--- src/sv/css_pkg.sv ---
// shared types and constants for the comment-skipping token scanner
package css_pkg;

  // comment tracking modes
  typedef enum logic [2:0] {
    MODE_NORMAL = 3'd0,
    MODE_SLASH  = 3'd1,
    MODE_BLOCK  = 3'd2,
    MODE_STAR   = 3'd3,
    MODE_LINE   = 3'd4
  } mode_t;

  // configuration register indexes
  typedef enum logic [0:0] {
    CFG_PATTERN_BYTES  = 1'b0,
    CFG_PATTERN_LENGTH = 1'b1
  } cfg_index_t;

  localparam int CFG_DATA_W = 64;

  localparam logic [7:0] CHAR_NUL   = 8'h00;
  localparam logic [7:0] CHAR_TAB   = 8'h09;
  localparam logic [7:0] CHAR_LF    = 8'h0A;
  localparam logic [7:0] CHAR_CR    = 8'h0D;
  localparam logic [7:0] CHAR_SPACE = 8'h20;
  localparam logic [7:0] CHAR_STAR  = 8'h2A;
  localparam logic [7:0] CHAR_SLASH = 8'h2F;

  // per-region scan state
  typedef struct packed {
    mode_t      mode;
    logic [3:0] count;
    logic       found;
    logic       content;
    logic       stopped;
  } scan_t;

  localparam scan_t SCAN_CLEAR = '{mode: MODE_NORMAL, count: 4'd0, found: 1'b0,
                                   content: 1'b0, stopped: 1'b0};

endpackage

--- src/sv/css_if.sv ---
// stream interfaces for the scanner's byte input and result output
interface css_in_if;
  logic       valid;
  logic       ready;
  logic [7:0] char_in;
  logic       region_end;

  modport source (output valid, output char_in, output region_end, input ready);
  modport sink   (input valid, input char_in, input region_end, output ready);
endinterface

interface css_out_if;
  logic valid;
  logic ready;
  logic pattern_found;
  logic has_content;

  modport source (output valid, output pattern_found, output has_content, input ready);
  modport sink   (input valid, input pattern_found, input has_content, output ready);
endinterface

--- src/sv/comment_skipping_token_scanner_core.sv ---
// top level of the comment-skipping token scanner
// path: a byte is loaded into the input register; a region's result is then loaded into
//   the output register, which shows it on the output
// throughput: one byte per cycle but for the wait below, set by the scan loop in css_step
// a byte waits in the input register only when it ends a region and the output register
//   still holds an untaken result
// reset: synchronous active-low rst_n empties both registers, clears the scan state and
//   sets pattern bytes to zero and pattern length to one
module comment_skipping_token_scanner_core #(
  parameter int MAX_PATTERN = 8
) (
  input  logic                             clk,
  input  logic                             rst_n,
  css_in_if.sink                           in_ch,
  css_out_if.source                        out_ch,
  input  logic                             cfg_we,
  input  css_pkg::cfg_index_t              cfg_index,
  input  logic [css_pkg::CFG_DATA_W-1:0]   cfg_wdata
);

  // configuration registers: only bytes that a clamped length can reach are kept
  logic [7:0] pat_r [MAX_PATTERN];
  logic [3:0] len_r;

  // input register
  logic       s1_valid_r;
  logic [7:0] s1_char_r;
  logic       s1_last_r;
  logic       s1_adv;

  // scan state carried from byte to byte
  css_pkg::scan_t scan_r;
  css_pkg::scan_t scan_nxt;

  // output register
  logic out_valid_r;
  logic found_r;
  logic content_r;
  logic step_found;
  logic step_content;

  // a region-ending byte needs room in the output register, others always move on
  assign s1_adv      = s1_valid_r && (!s1_last_r || !out_valid_r || out_ch.ready);
  assign in_ch.ready = !s1_valid_r || s1_adv;

  always_ff @(posedge clk) begin
    if (!rst_n) begin
      len_r <= 4'd1;
      for (int i = 0; i < MAX_PATTERN; i++) pat_r[i] <= 8'h00;
    end else if (cfg_we) begin
      unique case (cfg_index)
        css_pkg::CFG_PATTERN_BYTES: begin
          for (int i = 0; i < MAX_PATTERN; i++) pat_r[i] <= cfg_wdata[8*i +: 8];
        end
        css_pkg::CFG_PATTERN_LENGTH: len_r <= cfg_wdata[3:0];
        default: ;
      endcase
    end
  end

  // input register load
  always_ff @(posedge clk) begin
    if (!rst_n) begin
      s1_valid_r <= 1'b0;
    end else if (in_ch.ready) begin
      s1_valid_r <= in_ch.valid;
    end
  end

  always_ff @(posedge clk) begin
    if (in_ch.valid && in_ch.ready) begin
      s1_char_r <= in_ch.char_in;
      s1_last_r <= in_ch.region_end;
    end
  end

  css_step #(
    .MAX_PATTERN (MAX_PATTERN)
  ) u_step (
    .scan_cur       (scan_r),
    .char_in        (s1_char_r),
    .region_end     (s1_last_r),
    .pattern        (pat_r),
    .pattern_length (len_r),
    .scan_nxt       (scan_nxt),
    .pattern_found  (step_found),
    .has_content    (step_content)
  );

  // scan state advances once per byte leaving the input register
  always_ff @(posedge clk) begin
    if (!rst_n) begin
      scan_r <= css_pkg::SCAN_CLEAR;
    end else if (s1_adv) begin
      scan_r <= scan_nxt;
    end
  end

  // result register, loaded on the region's last byte
  always_ff @(posedge clk) begin
    if (!rst_n) begin
      out_valid_r <= 1'b0;
    end else if (s1_adv && s1_last_r) begin
      out_valid_r <= 1'b1;
    end else if (out_ch.ready) begin
      out_valid_r <= 1'b0;
    end
  end

  always_ff @(posedge clk) begin
    if (s1_adv && s1_last_r) begin
      found_r   <= step_found;
      content_r <= step_content;
    end
  end

  assign out_ch.valid         = out_valid_r;
  assign out_ch.pattern_found = found_r;
  assign out_ch.has_content   = content_r;

  // match count never reaches the pattern storage depth
  a_count_range: assert property (@(posedge clk) disable iff (!rst_n)
    scan_r.count < 4'(MAX_PATTERN))
    else $error("match count out of range");

  // region end leaves a clean scan state
  a_region_clear: assert property (@(posedge clk) disable iff (!rst_n)
    s1_adv && s1_last_r |=> scan_r == css_pkg::SCAN_CLEAR)
    else $error("scan state not cleared after region end");

  // once stopped, flags stay put until the region ends
  a_stopped_hold: assert property (@(posedge clk) disable iff (!rst_n)
    s1_adv && !s1_last_r && scan_r.stopped |=>
      scan_r.stopped && scan_r.found == $past(scan_r.found) &&
      scan_r.content == $past(scan_r.content))
    else $error("flags changed after stop");

  // a new result appears only after a region-ending byte moved on
  a_result_source: assert property (@(posedge clk) disable iff (!rst_n)
    $rose(out_valid_r) |-> $past(s1_adv && s1_last_r))
    else $error("result without region end");

endmodule

--- src/sv/css_step.sv ---
// one-byte scan step: comment stripping, pattern match and content check
module css_step #(
  parameter int MAX_PATTERN = 8
) (
  input  css_pkg::scan_t scan_cur,
  input  logic [7:0]     char_in,
  input  logic           region_end,
  input  logic [7:0]     pattern [MAX_PATTERN],
  input  logic [3:0]     pattern_length,
  output css_pkg::scan_t scan_nxt,
  output logic           pattern_found,
  output logic           has_content
);

  localparam int         CntW   = (MAX_PATTERN > 1) ? $clog2(MAX_PATTERN) : 1;
  localparam logic [3:0] MaxLen = 4'(MAX_PATTERN);

  logic [3:0]     len_eff;
  css_pkg::scan_t s;

  assign len_eff = (pattern_length > MaxLen) ? MaxLen : pattern_length;

  // one surviving byte into the match and content trackers
  function automatic css_pkg::scan_t take(css_pkg::scan_t st, logic [7:0] c);
    css_pkg::scan_t n;
    logic [3:0]     nc;
    logic [7:0]     want;
    n    = st;
    nc   = st.count + 4'd1;
    want = pattern[st.count[CntW-1:0]];
    if (!st.stopped) begin
      if (c == css_pkg::CHAR_NUL) begin
        n.stopped = 1'b1;
      end else begin
        if (c != css_pkg::CHAR_SPACE && c != css_pkg::CHAR_TAB &&
            c != css_pkg::CHAR_LF && c != css_pkg::CHAR_CR) begin
          n.content = 1'b1;
        end
        if (!st.found) begin
          if (len_eff == 4'd0) begin
            n.count = 4'd0;
          end else if (c == want) begin
            if (nc >= len_eff) begin
              n.found = 1'b1;
              n.count = 4'd0;
            end else begin
              n.count = nc;
            end
          end else begin
            n.count = 4'd0;
          end
        end
      end
    end
    return n;
  endfunction

  always_comb begin
    s = scan_cur;
    unique case (scan_cur.mode)
      css_pkg::MODE_SLASH: begin
        if (char_in == css_pkg::CHAR_STAR) begin
          s.mode = css_pkg::MODE_BLOCK;
        end else if (char_in == css_pkg::CHAR_SLASH) begin
          s.mode = css_pkg::MODE_LINE;
        end else begin
          // held slash was plain text after all
          s.mode = css_pkg::MODE_NORMAL;
          s = take(take(s, css_pkg::CHAR_SLASH), char_in);
        end
      end
      css_pkg::MODE_BLOCK: begin
        if (char_in == css_pkg::CHAR_STAR) s.mode = css_pkg::MODE_STAR;
      end
      css_pkg::MODE_STAR: begin
        if (char_in == css_pkg::CHAR_SLASH) s.mode = css_pkg::MODE_NORMAL;
        else if (char_in != css_pkg::CHAR_STAR) s.mode = css_pkg::MODE_BLOCK;
      end
      css_pkg::MODE_LINE: begin
        if (char_in == css_pkg::CHAR_LF) s.mode = css_pkg::MODE_NORMAL;
      end
      default: begin
        s.mode = css_pkg::MODE_NORMAL;
        if (char_in == css_pkg::CHAR_SLASH && !region_end) s.mode = css_pkg::MODE_SLASH;
        else s = take(s, char_in);
      end
    endcase
  end

  assign pattern_found = s.found;
  assign has_content   = s.content;
  assign scan_nxt      = region_end ? css_pkg::SCAN_CLEAR : s;

endmodule
--- src/flat_wrapper.sv ---
// flat-port wrapper written by rule: the top's interface ports become plain ports
module comment_skipping_token_scanner_core_flat 
#(
  parameter int MAX_PATTERN = 8
)
  (clk, rst_n, cfg_we, cfg_index, cfg_wdata, in_ch_valid, in_ch_char_in, in_ch_region_end, in_ch_ready, out_ch_valid, out_ch_pattern_found, out_ch_has_content, out_ch_ready);
  css_in_if in_ch_i ();
  css_out_if out_ch_i ();
  input  logic clk;
  input  logic rst_n;
  input  logic cfg_we;
  input  css_pkg::cfg_index_t cfg_index;
  input  logic [css_pkg::CFG_DATA_W-1:0] cfg_wdata;
  input wire logic [$bits(in_ch_i.valid)-1:0] in_ch_valid;
  input wire logic [$bits(in_ch_i.char_in)-1:0] in_ch_char_in;
  input wire logic [$bits(in_ch_i.region_end)-1:0] in_ch_region_end;
  output wire logic [$bits(in_ch_i.ready)-1:0] in_ch_ready;
  output wire logic [$bits(out_ch_i.valid)-1:0] out_ch_valid;
  output wire logic [$bits(out_ch_i.pattern_found)-1:0] out_ch_pattern_found;
  output wire logic [$bits(out_ch_i.has_content)-1:0] out_ch_has_content;
  input wire logic [$bits(out_ch_i.ready)-1:0] out_ch_ready;
  assign in_ch_i.valid = in_ch_valid;
  assign in_ch_i.char_in = in_ch_char_in;
  assign in_ch_i.region_end = in_ch_region_end;
  assign in_ch_ready = in_ch_i.ready;
  assign out_ch_valid = out_ch_i.valid;
  assign out_ch_pattern_found = out_ch_i.pattern_found;
  assign out_ch_has_content = out_ch_i.has_content;
  assign out_ch_i.ready = out_ch_ready;
  comment_skipping_token_scanner_core #(.MAX_PATTERN(MAX_PATTERN)) u_core (.clk(clk), .rst_n(rst_n), .in_ch(in_ch_i), .out_ch(out_ch_i), .cfg_we(cfg_we), .cfg_index(cfg_index), .cfg_wdata(cfg_wdata));
endmodule
--- config.mk ---
export PLATFORM = sky130hd
export DESIGN_NAME = comment_skipping_token_scanner_core_flat
export DESIGN_NICKNAME = d
export VERILOG_FILES = /design/src/sv/css_pkg.sv /design/src/sv/css_if.sv /design/src/sv/comment_skipping_token_scanner_core.sv /design/src/sv/css_step.sv /design/src/flat_wrapper.sv
export SDC_FILE = /design/constraint.sdc
export NUM_CORES = 1
export LEC_CHECK = 0
export BUFFER_PORTS_ARGS = -buffer_cell sky130_fd_sc_hd__buf_2
export CORE_MARGIN = 2
export CORE_UTILIZATION = 58
export CTS_CLUSTER_SIZE = 24
export DETAILED_ROUTE_END_ITERATION = 8
export GPL_TIMING_DRIVEN = 0
export PLACE_DENSITY = 0.89
export SLEW_MARGIN = 20
export SYNTH_ARGS = -nofsm -noshare
export SYNTH_HDL_FRONTEND = slang
export SYNTH_SLANG_ARGS = --single-unit
--- constraint.sdc ---
create_clock -name clk -period 4.3 [get_ports clk]
set_input_delay 0.86 -clock clk [delete_from_list [all_inputs] [get_ports clk]]
set_output_delay 0.86 -clock clk [all_outputs]
set_load 0.02 [all_outputs]
# Yosys cells after proc, flatten, opt, wreduce, memory -nomap -nowiden
# Cells that the tools add are included.
classes:
  add_sub_neg: 2
  order_cmp: 5
  eq_ne: 25
  n_mux: 52
  bitwise: 3
  n_reduce_logical: 22
op_table:
  columns: ["op", "count"]
  rows:
  - ["$bmux W8 S3", 2]
  - ["$mux W4", 9]
  - ["$mux W6", 6]
  - ["$mux W7", 5]
  - ["$mux W8", 4]
  - ["$ne A8 B4 Y1 const B", 3]
  - ["$mux W3", 6]
  - ["$ne A3 B2 Y1 const B", 6]
  - ["$eq A8 B6 Y1 const B", 2]
  - ["$eq A8 B8 Y1", 2]
  - ["$ne A8 B6 Y1 const B", 2]
  - ["$mux W5", 3]
  - ["$mux W1", 14]
  - ["$pmux W7 S2", 1]
  - ["$pmux W3 S4", 1]
  - ["$mux W10", 1]
  - ["$add A4 B1 Y4 const B", 2]
  - ["$eq A6 B8 Y1 const A", 1]
  - ["$eq A8 B4 Y1 const B", 1]
  - ["$ge A4 B4 Y1", 2]
  - ["$ge A4 B4 Y1 const B", 2]
  - ["$logic_not A8 Y1", 1]
  - ["$not A3 Y4", 2]
  - ["$reduce_and A8 Y1", 1]
  - ["17 further kinds", 30]
totals:
  ff_bits: 91
  inputBits: 79
  elab_cells: 129

# Longest topological paths before layout
# Gate-level depths: netlist (run 1).
depth:
  ltp_word: 26
  depth_mapped: 18
  ltp_nobuf: 17

# By module
# A second synthesis (run 1) with hierarchy kept.
hier_totals:
  cells_unflattened: 767
  hier_area_um2: 6211.0
by_module_without_submodules:
  columns: ["mod", "instances", "cells_per_inst", "area_each_um2", "seq_area_each_um2"]
  rows:
  - ["comment_skipping_token_scanner_core", 1, 362, 3413.3, 1931.9]
  - ["css_step", 1, 405, 2797.7, 0.0]

# Worst setup path before layout (run 1)
# Ideal clock, no wire load.
synth_path:
  path_type: "register to register"
  startpoint: "register u_core.scan_r[3] (netlist bit)"
  endpoint: "register u_core.found_r, in the netlist u_core.out_ch.pattern_found, data pin"
  setup_ps: 260
  arrival_time_ps: 3398
  required_time_ps: 4040
  slack_ps: 642
  path_stages_with_launch: 18
  n_path_buf: 3
  period_less_slack_ps: 3658
  cell_sequence: "dfxtp_1 -> buf_6 -> buf_2 -> nand3_1 -> xnor2_1 -> ha_1 -> inv_1 -> o21a_1 -> a32o_1 -> buf_2 -> ha_1 -> ha_1 -> a21o_1 -> a21o_1 -> a21oi_1 -> nor4_1 -> a31oi_1 -> inv_1"
synth_via:
  elab_chain_len: 25
  elab_cells_between_ends: 41
synth_rtl:
  columns: ["element", "line_no", "rtl"]
  rows:
  - ["start: declaration", "comment_skipping_token_scanner_core.sv:32", "css_pkg::scan_t scan_r;"]
  - ["start signal: assignment", "comment_skipping_token_scanner_core.sv:93", "scan_r <= css_pkg::SCAN_CLEAR;"]
  - ["start signal: assignment", "comment_skipping_token_scanner_core.sv:95", "scan_r <= scan_nxt;"]
  - ["parallel branches: the longest is 24 deep, another holds $add A4 B1 Y4", null, null]
  - ["$pmux W7 S2 *", "css_step.sv:60", "unique case (scan_cur.mode)"]
  - ["named net u_core.step_found", "comment_skipping_token_scanner_core.sv:39", "logic step_found;"]
  - ["end signal: assignment", "comment_skipping_token_scanner_core.sv:112", "found_r <= step_found;"]
  - ["end: declaration", "comment_skipping_token_scanner_core.sv:37", "logic found_r;"]
# Mark *: on every way through the listed nets, which the timed path passes. The select of a mux whose other input is x is not followed.
# A chain may end at the register's enable or synchronous reset.

# Final worst setup path (run 1)
layout_path:
  startpoint: "register u_core.scan_r[5] (netlist bit)"
  endpoint: "register u_core.found_r, in the netlist u_core.out_ch.pattern_found, data pin"
# Same word-level chain as after synthesis.

==> results of run 1 <==
==> flip-flops by register name, summed over array words and instances (netlist names) <==
signal / cells
u_core.s1_char_r: 8
u_core.s1_last_r: 1
u_core.pat_r: 64
u_core.s1_valid_r: 1
u_core.out_ch.valid: 1
u_core.out_ch.pattern_found: 1
u_core.scan_r: 10
u_core.out_ch.has_content: 1
u_core.len_r: 4
==> metal layers <==
metal,GRT usage (%),vias up
met2,57.1,379
met3,7.66,64
met5,0,-
li1,-,2774
met1,47.3,2828
met4,11.0,0
==> cell type report <==
type                            instances  share of cell area [%]
Tap cell                              133                    2.56
Timing Repair Buffer                   82                    6.30
Multi-Input combinational cell        549                    52.2
Clock inverter                          7                    1.04
Clock buffer                            9                    1.90
Inverter                               32                    1.84
Sequential cell                        91                    29.7
Buffer                                 55                    4.42
==> cell usage in the layout (no fill, tap or decap), types with 4 or more instances in the layout <==
cell,netlist,layout
a211o_1,10,10
clkbuf_8,0,9
xnor2_1,13,13
mux2i_1,9,8
nand2_1,178,178
nand3_1,49,49
ha_1,10,10
dfxtp_1,80,78
nor4_1,4,4
buf_2,6,87
o21ai_0,15,15
clkbuf_1,36,31
buf_1,5,5
nor2_1,24,23
nor2b_1,4,4
mux4_2,14,14
o22ai_1,4,4
a21oi_1,88,87
and3_1,14,14
a22oi_1,7,7
a221oi_1,15,12
a21o_1,4,4
a31oi_1,6,4
buf_6,6,6
edfxtp_1,11,11
and2_1,7,7
a211oi_1,12,12
nor3_1,8,8
xor2_1,8,8
inv_1,32,31
==> worst max-delay path: stages, from the launching register on <==
cell and delay [ps]:
dfxtp_2 410, buf_6 200, buf_6 200, mux4_2 520, mux2i_2 270, nand4b_1 200
nor2_4 170, a32o_1 170, buf_2 230, ha_1 290, ha_1 280, a21o_1 150
a21o_1 200, a21oi_4 220, nor4_1 80, a31oi_2 240, inv_1 60
==> worst paths after layout <==
path	startpoint	end	slack (ps)	cells after the start
worst max-delay path	u_core.scan_r[5]	u_core.out_ch.pattern_found	160	16
worst min-delay path	u_core.pat_r[37]	u_core.pat_r[37]	490	2
worst max register to register	u_core.scan_r[5]	u_core.out_ch.pattern_found	160	16
worst min register to register	u_core.pat_r[37]	u_core.pat_r[37]	490	2
==> logic make-up (layout without fill, tap and decap cells) <==
group	after synthesis	count (layout)	synth area share, %
and+or+nand+nor	306	306	24.1
AOI/OAI and AO/OA	186	186	21.2
DFF	91	91	34.1
buffers and inverters	87	185	6.95
muxes	25	25	8.08
xor gates and xnor gates	21	21	3.25
adders and majority gates	11	11	2.38
==> report_power, final <==
part | leakage [nW] | internal [mW] | switching [mW] | total (mW)
combinational | 1.63 | 0.0989 | 0.125 | 0.224
sequential | 0.757 | 0.896 | 0.0433 | 0.939
clock | 0.0954 | 0.225 | 0.358 | 0.583
==> repair_timing <==
action / CTS / global route
pin swaps: 0 / 1
endpoints found under the setup margin: 6 / 6
resized for setup: 5 / 21
==> impl_metrics.tcl, run 1 <==
set metrics [dict create \
    outcome "completed" \
    dp_cells 942 \
    vdd_drop_max_uv 310 \
    avgViaCountPerCell 6.31 \
    drive_gt1_share_pct 18.7 \
    synth_ff_type "dfxtp_1" \
    postCtsHoldBufs 0 \
    numCtsBuffers 9 \
    multi_input_area_mm2 0.00340 \
    ys_ff_latch 91 \
    stdcell_area_mm2 0.00651 \
    synth_area_mm2 0.00567 \
    ys_async_sr_fraction_pct 0 \
    die-height_um 103 \
    cts.sinks 91 \
    crit_type "flip-flop to flip-flop" \
    routed_wl_um 18200 \
    wl_met3_um 1990 \
    layout_min_cycle_time_ps 4140 \
    fin_util_pct 67.5 \
    finalPower_mw 1.75 \
    fin_ws_ps 163 \
    cts_root_buf "clkbuf_8" \
    grtUsageTotal_pct 35.2 \
    fin_cells 958 \
    max-slew-margin-rel_pct 40.5 \
    crit_path_max_fanout 10 \
    grt_pass1_wl_um 27900 \
    synth_edf_count 11 \
    core_area_mm2 0.00964 \
    cts_tree "built" \
    finClkSkew_ps 6.53 \
    clkTransAtPathRegs_ps 100 \
    die_area_mm2 0.0106 \
    synthTopCellsByArea "dfxtp_1 (28%), nand2_1 (12%), a21oi_1 (7.8%), edfxtp_1 (5.8%), mux4_2 (5.6%)" \
    grt_overflow_total 0 \
    wire_per_inst_um 19.0 \
    syn_nets 816 \
    post-place-ws_ps -280 \
    io_pins 83 \
    final-setup-viol-count 0 \
    finalCritPeriodShare_pct 96.2 \
    port_buffers 82 \
    clockBufferDepth 2 \
    num_rows 36 \
    dr_wl_met2_um 8270 \
    met1_length_um 7390 \
    p_per_area_mw_per_mm2 268 \
    ant_nets 0 \
    ff_latch_area_mm2 0.00193 \
    die_w_um 103 \
    cts.htree.levels 3 \
    place_area_mm2 0.00624 \
    cts_setup_buffers 0 \
    gp_congestion 0.987 \
    drv_cap 0 \
    worstPathArrival_ps 4290 \
    final_nets 909 \
    synth_area_per_cell_um2 7.80 \
    netlist_instances 727 \
    timing.hold.ws_ps 487 \
    first_pass_iters 5 \
    n_fill_cell 840 \
    tightest_slew_ps 889 \
    grt_pass1_vias 5398 \
    drc 0 \
    area_growth_pct 14.9 \
    grt_max_degree 19 \
    max_freq_mhz 242 \
    synth_warnings 0 \
    slew_viol_final 0 \
    hpwl_um 13900 \
    startpoint_type "flip-flop" \
    hp-class "flip-flop to flip-flop" \
    ys_seq_area_share_pct 34.1 \
    cp_data_required_time_ps 4450 \
    synth_top_area_share_pct 28.3 \
    antenna_found_initial 0 \
    clkLatencyLatePin_ps 390 \
    cp-end-kind "flip-flop" \
    diodes 0 \
    synth_most_common_cell "nand2_1" \
    drtIter0Drc 700 \
    fin_tns_setup_ps 0 \
    num_vias 6045 \
    hold_viol 0 \
    maxUsedRoutingLayer "met4" \
    p_leak_nw 2.49 \
    synth_cell_types 62 \
    start_util_pct 58.8 \
    yosys-top-cells-count "nand2_1 (178), a21oi_1 (88), dfxtp_1 (80)" \
    synth_area_leader_cell "dfxtp_1" \
]
Power figures use the tool's default switching activity.
==> inputs of run 2 (changes only) <==
Settings changed: CTS_CLUSTER_SIZE 24 to 25, GPL_TIMING_DRIVEN 0 to unset, HOLD_SLACK_MARGIN set to 0.02.
==> run 2 against run 1 <==
  * Final area decreased by 2.7%
  * Clock power about the same
  * Via count decreased by 6.4%
  * Non-clock buffer count decreased by 42
  * Core utilization decreased by 1.8 points
  * Combinational power decreased by 6%
  * Clock skew increased by 6.4 ps
  * Sequential power about the same
  * Critical path depth decreased by 1
  * Worst hold slack got worse by 2.8 ps
  * Register-to-register slack improved by 160 ps
  * Largest power group unchanged
  * Highest routed layer unchanged
==> impl_metrics.tcl, run 2 (synthesis gave the netlist of run 1 again) <==
set metrics [dict create \
    outcome "completed" \
    layout_min_cycle_time_ps 3980 \
    post-place-ws_ps 270 \
    startpoint_type "flip-flop" \
    drtIter0Drc 463 \
    cp-end-kind "flip-flop" \
    path_cells "buf_12 -> ha_1 -> xor2_1 -> ha_1 -> a21oi_1 -> o211a_1 -> buf_4 -> and3_1 -> a211oi_1 -> a22oi_1 -> o221ai_1 -> mux2i_1 -> nor4_4 -> a31oi_1 -> nor3_2" \
    top_usage_layer "met2" \
    num_vias 5660 \
    clockBufferDepth 2 \
    largestRegisters "u_core.pat_r x64, u_core.scan_r x10, u_core.s1_char_r x8" \
    final_nets 867 \
    hpwl_um 11600 \
    fin_cells 916 \
    finalPower_mw 1.73 \
    cp_data_required_time_ps 4610 \
    core_area_mm2 0.00964 \
    timing.hold.ws_ps 484 \
    drv_cap 0 \
    finClkSkew_ps 13.0 \
    path_buf_inv 2 \
    multi_input_area_mm2 0.00337 \
    largest_reg_flops 64 \
    rsz0062_at_grt "no" \
    p_per_area_mw_per_mm2 274 \
    grt_pass1_vias 5142 \
    hold_viol 0 \
    first_pass_iters 6 \
    wire_per_inst_um 17.1 \
    grt_pass1_wl_um 25100 \
    grt_overflow_total 0 \
    drive_gt1_share_pct 17.8 \
    top_register "u_core.pat_r" \
    numCtsBuffers 9 \
    worstPathArrival_ps 4290 \
    die-height_um 103 \
    p_leak_nw 2.42 \
    slowest_stage "nor4_4" \
    fin_ws_ps 324 \
    crit_type "flip-flop to flip-flop" \
    tightest_slew_ps 964 \
    cts_tree "built" \
    n_fill_cell 853 \
    start_util_pct 58.8 \
    clkLatencyLatePin_ps 380 \
    crit_top_cell "ha_1" \
    vdd_drop_max_uv 207 \
    ant_nets 0 \
    met3_usage_pct 4.88 \
    cts.htree.levels 3 \
    final-setup-viol-count 0 \
    grtUsageTotal_pct 30.6 \
    port_buffers 82 \
    area_growth_pct 11.8 \
    dp_cells 900 \
    diodes 0 \
    io_pins 83 \
    grt_max_degree 75 \
    place_area_mm2 0.00613 \
    fin_util_pct 65.7 \
    max_freq_mhz 251 \
    cts_root_buf "clkbuf_8" \
    antenna_found_initial 0 \
    die_w_um 103 \
    grt_util_met1_pct 41.9 \
    grt_use_met2_pct 49.4 \
    critPathMaxStageDelay_ps 410 \
    cts.sinks 91 \
    drc 0 \
    max-slew-margin-rel_pct 35.4 \
    die_area_mm2 0.0106 \
    finalCritPeriodShare_pct 92.5 \
    layout_common_cells "nand2_1 (178), a21oi_1 (88), buf_2 (82)" \
    crit_family "compound AO/OA/AOI/OAI gates" \
    clkTransAtPathRegs_ps 100 \
    hp-class "flip-flop to flip-flop" \
    ff_latch_area_mm2 0.00193 \
    crit_path_max_fanout 38 \
    gp_congestion 0.909 \
    slew_viol_final 0 \
    avgViaCountPerCell 6.18 \
    stdcell_area_mm2 0.00634 \
    fin_tns_setup_ps 0 \
    postCtsHoldBufs 0 \
    routed_wl_um 15700 \
    layout_commonest_cell "nand2_1" \
    num_rows 36 \
]
[run 2: cell types whose count changed in the layout (fill, tap and decap cells not counted), sizes merged]
cell	before	now
clkbuf	46	10
buf	100	95
clkinv	3	1
clkinvlp	1	3
inv	35	33
bufinv	0	1
[run 2: tightest hold or removal path, stage by stage (launching register included)]
cell and delay (ps):
dfxtp_1 330, nand2_1 60, a21oi_1 50
[run 2: final timing paths]
kind	start	end	slack, ps	cells past startpoint
worst max-delay path	u_core.scan_r[3]	u_core.scan_r[2]	320	15
worst min-delay path	u_core.pat_r[37]	u_core.pat_r[37]	480	2
worst max register to register	u_core.scan_r[3]	u_core.scan_r[2]	320	15
worst min register to register	u_core.pat_r[37]	u_core.pat_r[37]	480	2
[run 2: power by group]
group / leakage [nW] / total (mW) / internal [mW] / switching, mW
logic: 1.58 / 0.211 / 0.0958 / 0.115
clock network: 0.0866 / 0.582 / 0.269 / 0.314
registers: 0.756 / 0.940 / 0.896 / 0.0445
[run 2: final cells by class]
type | count | area share (%)
repair buffers | 95 | 8.81
well taps | 133 | 2.63
clock inverters | 6 | 1.03
flip-flops and latches | 91 | 30.5
clock buffers | 10 | 2.01
multi-input cells | 549 | 53.1
inverters | 32 | 1.90
[run 2: per-layer routing]
metal,wire length [um],up-vias
li1,-,2686
met1,6520,2626
met2,7310,307
met3,1380,41
met4,482,0
met5,0,-
[run 2: repair_timing]
| item | CTS | global route |
|---|---|---|
| setup endpoints to repair | 0 | 2 |
| hold endpoints to repair | 0 | 0 |
| gates resized for setup | 0 | 1 |
| buffers inserted | 0 | 0 |
==> inputs of run 3 (changes only) <==
--- a/config.mk
+++ b/config.mk
@@ -7,10 +7,12 @@
 export LEC_CHECK = 0
 export BUFFER_PORTS_ARGS = -buffer_cell sky130_fd_sc_hd__buf_2
+export CELL_PAD_IN_SITES_DETAIL_PLACEMENT = 1
+export CELL_PAD_IN_SITES_GLOBAL_PLACEMENT = 1
 export CORE_MARGIN = 2
-export CORE_UTILIZATION = 58
+export CORE_UTILIZATION = 38
 export CTS_CLUSTER_SIZE = 25
 export DETAILED_ROUTE_END_ITERATION = 8
 export HOLD_SLACK_MARGIN = 0.02
-export PLACE_DENSITY = 0.89
+export PLACE_DENSITY = 0.84
 export SLEW_MARGIN = 20
 export SYNTH_ARGS = -nofsm -noshare
==> constraint.sdc (replaced) <==
create_clock -name clk -period 3.35 [get_ports clk]
set_input_delay 0.5025 -clock clk [delete_from_list [all_inputs] [get_ports clk]]
set_output_delay 0.5025 -clock clk [all_outputs]
set_load 0.02 [all_outputs]
==> run 3 against run 2 <==
  * Critical path depth grew 1
  * The flow now finishes with violations (negative setup slack)
  * Setup slack worse by 990 ps
  * Sequential cell count is the same
  * Wire length up 92%
  * First-iteration DRC count grew 83%
  * Clock skew grew 9.2 ps
  * Highest routed layer unchanged
  * Total power grew 57%
  * Final area up 27%
  * Clock-buffer cell count up 5
  * Maximum frequency is 1.1% lower
  * Sequential share of layout area fell by 6.5 points
  * Die area rose by 50%
==> impl_metrics.tcl, run 3 (synthesis gave the netlist of run 1 again) <==
set metrics [dict create \
    outcome "finished with violations" \
    violations "negative setup slack" \
    finClkSkew_ps 22.2 \
    crit_type "flip-flop to flip-flop" \
    cts.htree.levels 3 \
    critPathMaxStageDelay_ps 570 \
    num_rows 44 \
    startpoint_type "flip-flop" \
    met1_length_um 10800 \
    cts.sinks 91 \
    final_nets 1011 \
    ant_nets 0 \
    grtUsageTotal_pct 32.3 \
    num_vias 7215 \
    fin_tns_setup_ps -3680 \
    layout_min_cycle_time_ps 4020 \
    finalCritPeriodShare_pct 120 \
    wire_per_inst_um 27.1 \
    fin_ws_ps -669 \
    p_per_area_mw_per_mm2 337 \
    final-setup-viol-count 6 \
    grt_overflow_total 0 \
    post-place-ws_ps -631 \
    numCtsBuffers 9 \
    layout_commonest_cell "nand2_1" \
    io_pins 83 \
    routed_wl_um 30100 \
    drive_gt1_share_pct 36.6 \
    die-height_um 126 \
    gp_congestion 0.989 \
    drv_cap 0 \
    worstPathArrival_ps 4310 \
    first_pass_iters 5 \
    cts_tree "built" \
    die_w_um 126 \
    postCtsHoldBufs 0 \
    grt_pass1_wl_um 39900 \
    clkTransAtPathRegs_ps 80 \
    area_growth_pct 42.5 \
    hold_viol 0 \
    largest_reg_flops 64 \
    p_leak_nw 3.30 \
    hpwl_um 16800 \
    clkLatencyLatePin_ps 380 \
    diodes 0 \
    slew_viol_final 0 \
    maxUsedRoutingLayer "met4" \
    place_area_mm2 0.00716 \
    max_freq_mhz 249 \
    slowest_stage "or4_4" \
    hp-class "primary input to flip-flop" \
    cp_data_required_time_ps 3640 \
    n_fill_cell 1795 \
    dr_wl_met2_um 13800 \
    cts_root_buf "clkbuf_16" \
    antenna_found_initial 0 \
    core_area_mm2 0.0145 \
    port_buffers 82 \
    grt_pass1_vias 7114 \
    largestRegisters "u_core.pat_r x64, u_core.scan_r x10, u_core.s1_char_r x8" \
    crit_path_max_fanout 7 \
    cp-end-kind "flip-flop" \
    drc 0 \
    drtIter0Drc 848 \
    die_area_mm2 0.0159 \
    rsz0062_at_grt "yes" \
    clockBufferDepth 2 \
    tightest_slew_ps 1070 \
    grt_max_degree 75 \
    vdd_drop_max_uv 352 \
    path_cells "buf_12 -> mux4_2 -> mux2i_1 -> or4_4 -> nor2_4 -> buf_6 -> clkbuf_16 -> a21oi_4 -> a221oi_1 -> nand3_1 -> o211ai_2 -> xnor2_2 -> nor4_4 -> buf_4 -> a31oi_4 -> nor3_2" \
    start_util_pct 39.0 \
    avgViaCountPerCell 6.49 \
    stdcell_area_mm2 0.00808 \
    timing.hold.ws_ps 302 \
    layout_common_cells "nand2_1 (178), buf_4 (137), a21oi_1 (85)" \
    wl_met3_um 3170 \
    top_register "u_core.pat_r" \
    max-slew-margin-rel_pct 28.7 \
]
run 3: cell count changes in the layout (fill, tap and decap cells not counted), sizes merged:
cell / change
buf: +141
clkinvlp: -3
clkbuf: +8
bufinv: -1
inv: -1
run 3: per-stage QoR:
stage               utilization [%]  std cells  power (mW)
floorplan                         -        727        1.39
global placement               49.3       1073        1.57
detailed placement             49.3       1073        1.59
CTS                            53.4       1099        2.63
global route                   55.6       1111        2.78
finish                         55.6       1111        2.73
run 3: final timing paths:
check | startpoint | to | slack (ps) | cells past startpoint
setup / recovery | u_core.scan_r[5] | u_core.scan_r[2] | -670 | 16
hold reg to reg | u_core.pat_r[32] | u_core.pat_r[32] | 510 | 2
setup reg to reg | u_core.scan_r[5] | u_core.scan_r[2] | -670 | 16
hold / removal | in_ch_char_in[7] | u_core.s1_char_r[7] | 300 | 1
run 3: timing repair:
action / in CTS / in global routing
pin swaps: 19 / 24
setup buffers: 11 / 9
endpoints found under the setup margin: 6 / 6
resized for setup: 47 / 37
gates cloned: 1 / 3
run 3: area by class of cell:
class	count	area (um2)	area share, %
multi-input combinational	549	3700	45.8
clock buffer	15	289	3.58
clock inverter	1	5.00	0.0620
timing repair buffer	239	1790	22.2
tap	184	230	2.85
sequential	91	1940	24.0
inverter	32	120	1.49
run 3: power by group:
group / internal, mW / switching (mW) / total, mW
clock: 0.590 / 0.483 / 1.07
combinational: 0.196 / 0.253 / 0.448
sequential: 1.15 / 0.0545 / 1.20
run 3: critical path: cells and delay by family, from the launching register on:
| family | cells | cell delay [ps] |
|---|---|---|
| simple gates | 5 | 1530 |
| compound gates | 4 | 810 |
| buf+inv | 4 | 660 |
| mux | 2 | 470 |
| flops | 1 | 380 |
| xor+xnor | 1 | 100 |
run 3: metal layers:
metal,vias to the layer above,track usage [%]
li1,2968,-
met1,3425,38.3
met2,604,54.3
met3,218,7.56
met4,0,17.1
met5,-,0
